===== src/rtl/sgm_pkg.sv =====
// Shared constants, types and register indexes for the Sobel gradient magnitude block.
// No dependencies.
`timescale 1ns / 1ps
package sgm_pkg;
    localparam int MaxWidth    = 1024;
    localparam int MaxHeight   = 4096;
    localparam int ColW        = $clog2(MaxWidth);
    localparam int RowW        = $clog2(MaxHeight);
    localparam int SqW         = 16;
    localparam int RootW       = SqW / 2;
    localparam int RemW        = RootW + 1;
    localparam int NumCells    = RootW;

    localparam logic [7:0] RegWidth  = 8'd0;
    localparam logic [7:0] RegHeight = 8'd1;

    typedef struct packed {
        logic       valid;
        logic       row_end;
        logic       frame_end;
    } t_tag;

    // Data that travels down the square-root cell chain. The radicand is
    // consumed two bits per cell from its top end.
    typedef struct packed {
        t_tag              tag;
        logic [SqW-1:0]    rad;
        logic [RemW-1:0]   rem;
        logic [RootW-1:0]  root;
    } t_sqrt_beat;
endpackage


===== src/rtl/sgm_sqrt_cell.sv =====
// One cell of the square-root chain: settles one result bit per cycle while enabled.
// Depends on sgm_pkg.
`timescale 1ns / 1ps
module sgm_sqrt_cell (
    input  logic                i_clk,
    input  logic                i_rst_n,
    input  logic                i_en,
    input  sgm_pkg::t_sqrt_beat i_beat,
    output sgm_pkg::t_sqrt_beat o_beat
);
    import sgm_pkg::*;

    logic [RemW+1:0]     w_acc;
    logic [RemW+1:0]     w_trial;
    t_sqrt_beat          n_beat;
    t_sqrt_beat          r_beat;

    // The remainder takes the next two radicand bits; the trial value is 4*root + 1.
    assign w_acc   = {i_beat.rem, i_beat.rad[SqW-1 -: 2]};
    assign w_trial = {1'b0, i_beat.root, 2'b01};

    always_comb begin
        n_beat     = i_beat;
        n_beat.rad = {i_beat.rad[SqW-3:0], 2'b00};
        if (w_acc >= w_trial) begin
            n_beat.rem  = RemW'(w_acc - w_trial);
            n_beat.root = {i_beat.root[RootW-2:0], 1'b1};
        end else begin
            n_beat.rem  = w_acc[RemW-1:0];
            n_beat.root = {i_beat.root[RootW-2:0], 1'b0};
        end
    end

    always_ff @(posedge i_clk) begin
        if (!i_rst_n) begin
            r_beat.tag <= '0;
        end else if (i_en) begin
            r_beat <= n_beat;
        end
    end

    assign o_beat = r_beat;
endmodule


===== config.mk =====
export PLATFORM = sky130hd
export DESIGN_NAME = sgm_sqrt_cell
export DESIGN_NICKNAME = d
export VERILOG_FILES = /design/src/rtl/sgm_pkg.sv /design/src/rtl/sgm_sqrt_cell.sv
export SDC_FILE = /design/constraint.sdc
export NUM_CORES = 1
export LEC_CHECK = 0
export BUFFER_PORTS_ARGS = -buffer_cell sky130_fd_sc_hd__buf_2
export CORE_ASPECT_RATIO = 1.25
export CORE_MARGIN = 3
export CORE_UTILIZATION = 40
export DETAILED_ROUTE_END_ITERATION = 7
export HOLD_SLACK_MARGIN = 0.05
export PLACE_DENSITY = 0.67
export SYNTH_ARGS = -nofsm -noshare
export SYNTH_HDL_FRONTEND = slang
export SYNTH_SLANG_ARGS = --single-unit

===== constraint.sdc =====
create_clock -name i_clk -period 7.5 [get_ports i_clk]
set_clock_uncertainty 0.15 [all_clocks]
set_input_delay 0.75 -clock i_clk [delete_from_list [all_inputs] [get_ports i_clk]]
set_output_delay 0.75 -clock i_clk [all_outputs]
set_load 0.1 [all_outputs]

==> flow_summary.toml <==
[yosys]
synth_compound_area_share_pct = 10.7
yosysSeqAreaShare_pct = 61.2
ys_warn_count = 0
synth.distinct_cells = 33
synth_top_flop_cell = "edfxtp_1"
synth-simple-area-share_pct = 5.72
ys_ff_latch = 34
synth_top_family_by_area = "compound AO/OA/AOI/OAI gates"
synth_edf_count = 31
synth_xor_area_share_pct = 3.25
synthCells = 118
synthAdderAreaFrac_pct = 7.73
muxShareOfSynthArea_pct = 7.26
syn_area_per_cell_um2 = 13.7
async_reset_ff_share_pct = 0
syn_area_um2 = 1620

[cts]
htree_levels = 2
path_clk_slew_ps = 70
clockBufferDepth = 2
cts_resized = 0
cts.sinks = 34
clk_latency_ps = 270
postCtsHoldBufs = 0
cts_tree = "yes"
cts_buffers = 5
cts-root-buf = "clkbuf_8"
post_cts_buffers = 0

[detailed_routing]
routed-wl-met3_um = 219
dr.pass1.iters = 4
via_per_inst = 4.80
wl_per_cell_um = 13.7
maxUsedRoutingLayer = "met4"
antenna_left = 0
routed_wl_um = 3440
vias = 1206
drt_iter0_markers = 26
drc_errors = 0
dr_wl_met2_um = 1940
met1Wirelength_um = 1180

[critical_path]
crit_buf_inv = 2
cp-start-kind = "input pin"
critical_path_class = "input pin to register"
critPathCaptureType = "register"
r2r_cells = 2
cpMaxStageDelayCell = "mux2_2"
max_stage_delay_ps = 390
crit_start = "i_beat[6]"
cp_max_fo = 9
r2r-start = "o_beat[33]"
cp_cell_sequence = "buf_2, inv_1, ha_1, a21o_1, a211o_1, a31o_1, a31oi_4, mux2_2"
crit_required_ps = 7380
crit_family = "compound AO/OA/AOI/OAI gates"
crit_cells = 8
worst_ep_arrival_time_ps = 2730

[min_path]
hold_path_class = "register to register"
holdPathStages = 2
worstHoldStart = "o_beat[35]"

[power]
vdd_drop_max_v = 0.000114
finalPower_uw = 536
seqPwrFrac_pct = 42.6
comb_power_share_pct = 34.1
p_per_area_nw_per_um2 = 253
p_int_uw = 329
power_frac_clock_pct = 23.3
p_leak_nw = 0.976
p_sw_share_pct = 38.7
p_switching_uw = 207

[cells_and_area]
drive_gt1_share_pct = 45.2
mostFrequentLayoutCell = "buf_2"
syn_to_final_growth_pct = 31.0
final_cell_mix = "buf_2 (72), edfxtp_1 (31), inv_1 (12)"
antenna_cells = 0
largest_reg_flops = 34
nets = 245

[floorplanning]
io_pins = 75
core_area_um2 = 3850
start_util_pct = 42.1
num_rows = 25
die_w_um = 62.9
die_y_um = 77.1
dieArea_um2 = 4850

[placed_design]
gp_congestion = 0.793
dpl.hpwl_um = 2700
io_buffers = 72

[global_route]
grt_pass1_vias = 1275
overflow = 0
antenna_found_initial = 0
grt_use_total_pct = 14.4
grt_pass1_wl_um = 5500
grt_max_degree = 18

[sta]
slew_headroom_pct = 52.2
setup_viol = 0
tightest_slew_ps = 718
grt_setup_unrepaired = "false"
drv_slew = 0
final-hold-violation-count = 0
setup_tns_ps = 0
min_period_over_period_pct = 38.0
hold_slack_ps = 384
period_needed_ps = 2850
max_freq_ghz = 0.351

[job]
maxCapViolations = 0

[outcome]
status = "finished clean"
==> tightest hold or removal path, stage by stage, from the launching register on <==
cell and delay [ps]:
dfxtp_1 310, mux2i_1 120, nor2b_1 60
==> per-layer routing <==
layer / vias to the layer above / GRT usage (%)
met2: 43 / 27.2
met5: - / 0
met3: 12 / 4.83
met4: 0 / 7.51
met1: 565 / 13.3
li1: 586 / -
==> power by group through the flow <==
stage               Clock, mW  Combinational [mW]  Sequential [mW]
floorplan                   0              0.0486            0.334
global placement            0               0.180            0.232
detailed placement          0               0.183            0.232
CTS                     0.130               0.183            0.228
global route            0.138               0.192            0.230
finish                  0.125               0.183            0.228
==> final cells by class <==
cell class                 count  area (um2)
fill                         365        1730
sequential                    34         991
multi-input combinational     70         568
timing repair buffer          73         368
clock buffer                   6        72.6
tap                           54        67.6
inverter                      12        45.0
clock inverter                 2        8.76
==> final timing paths <==
check / to / slack, ps
worst max register to register: o_beat[33] / 6730
worst max-delay path: o_beat[14] / 4650
worst min register to register: o_beat[35] / 380
worst min-delay path: o_beat[35] / 380
==> Yosys cell counts, drive strengths merged, types with 3 or more instances <==
| cell type | n | area share, % |
|---|---|---|
| inv | 12 | 2.8 |
| a21o | 3 | 1.4 |
| mux2i | 5 | 3.1 |
| nor2b | 3 | 1.2 |
| edfxtp | 31 | 57 |
| nand2 | 4 | 0.93 |
| dfxtp | 3 | 3.7 |
| a21oi | 5 | 1.5 |
| xnor2 | 5 | 2.7 |
| nor2 | 5 | 1.2 |
| mux2 | 6 | 4.2 |
| ha | 10 | 7.7 |
==> logic make-up after synthesis <==
| kind of cell | Yosys count |
|---|---|
| other cells | 1 |
| mux | 11 |
| fa+ha+maj | 10 |
| simple gates | 19 |
| xor+xnor | 6 |
| buf+inv | 15 |
| flops | 34 |
| compound gates | 22 |
==> per-stage QoR <==
step                      worst slack, ps  util [%]  instances  instance area (um2)
final                                4650      55.1        251                 2120
after global routing                 4570      55.1        251                 2120
after CTS                            4660      55.1        251                 2120
after detailed placement             4360      53.0        243                 2040
after global placement               4410      53.0        243                 2040
after floorplan                      4630         -        119                 1620
No activity file was read; power rests on OpenSTA's default activity.
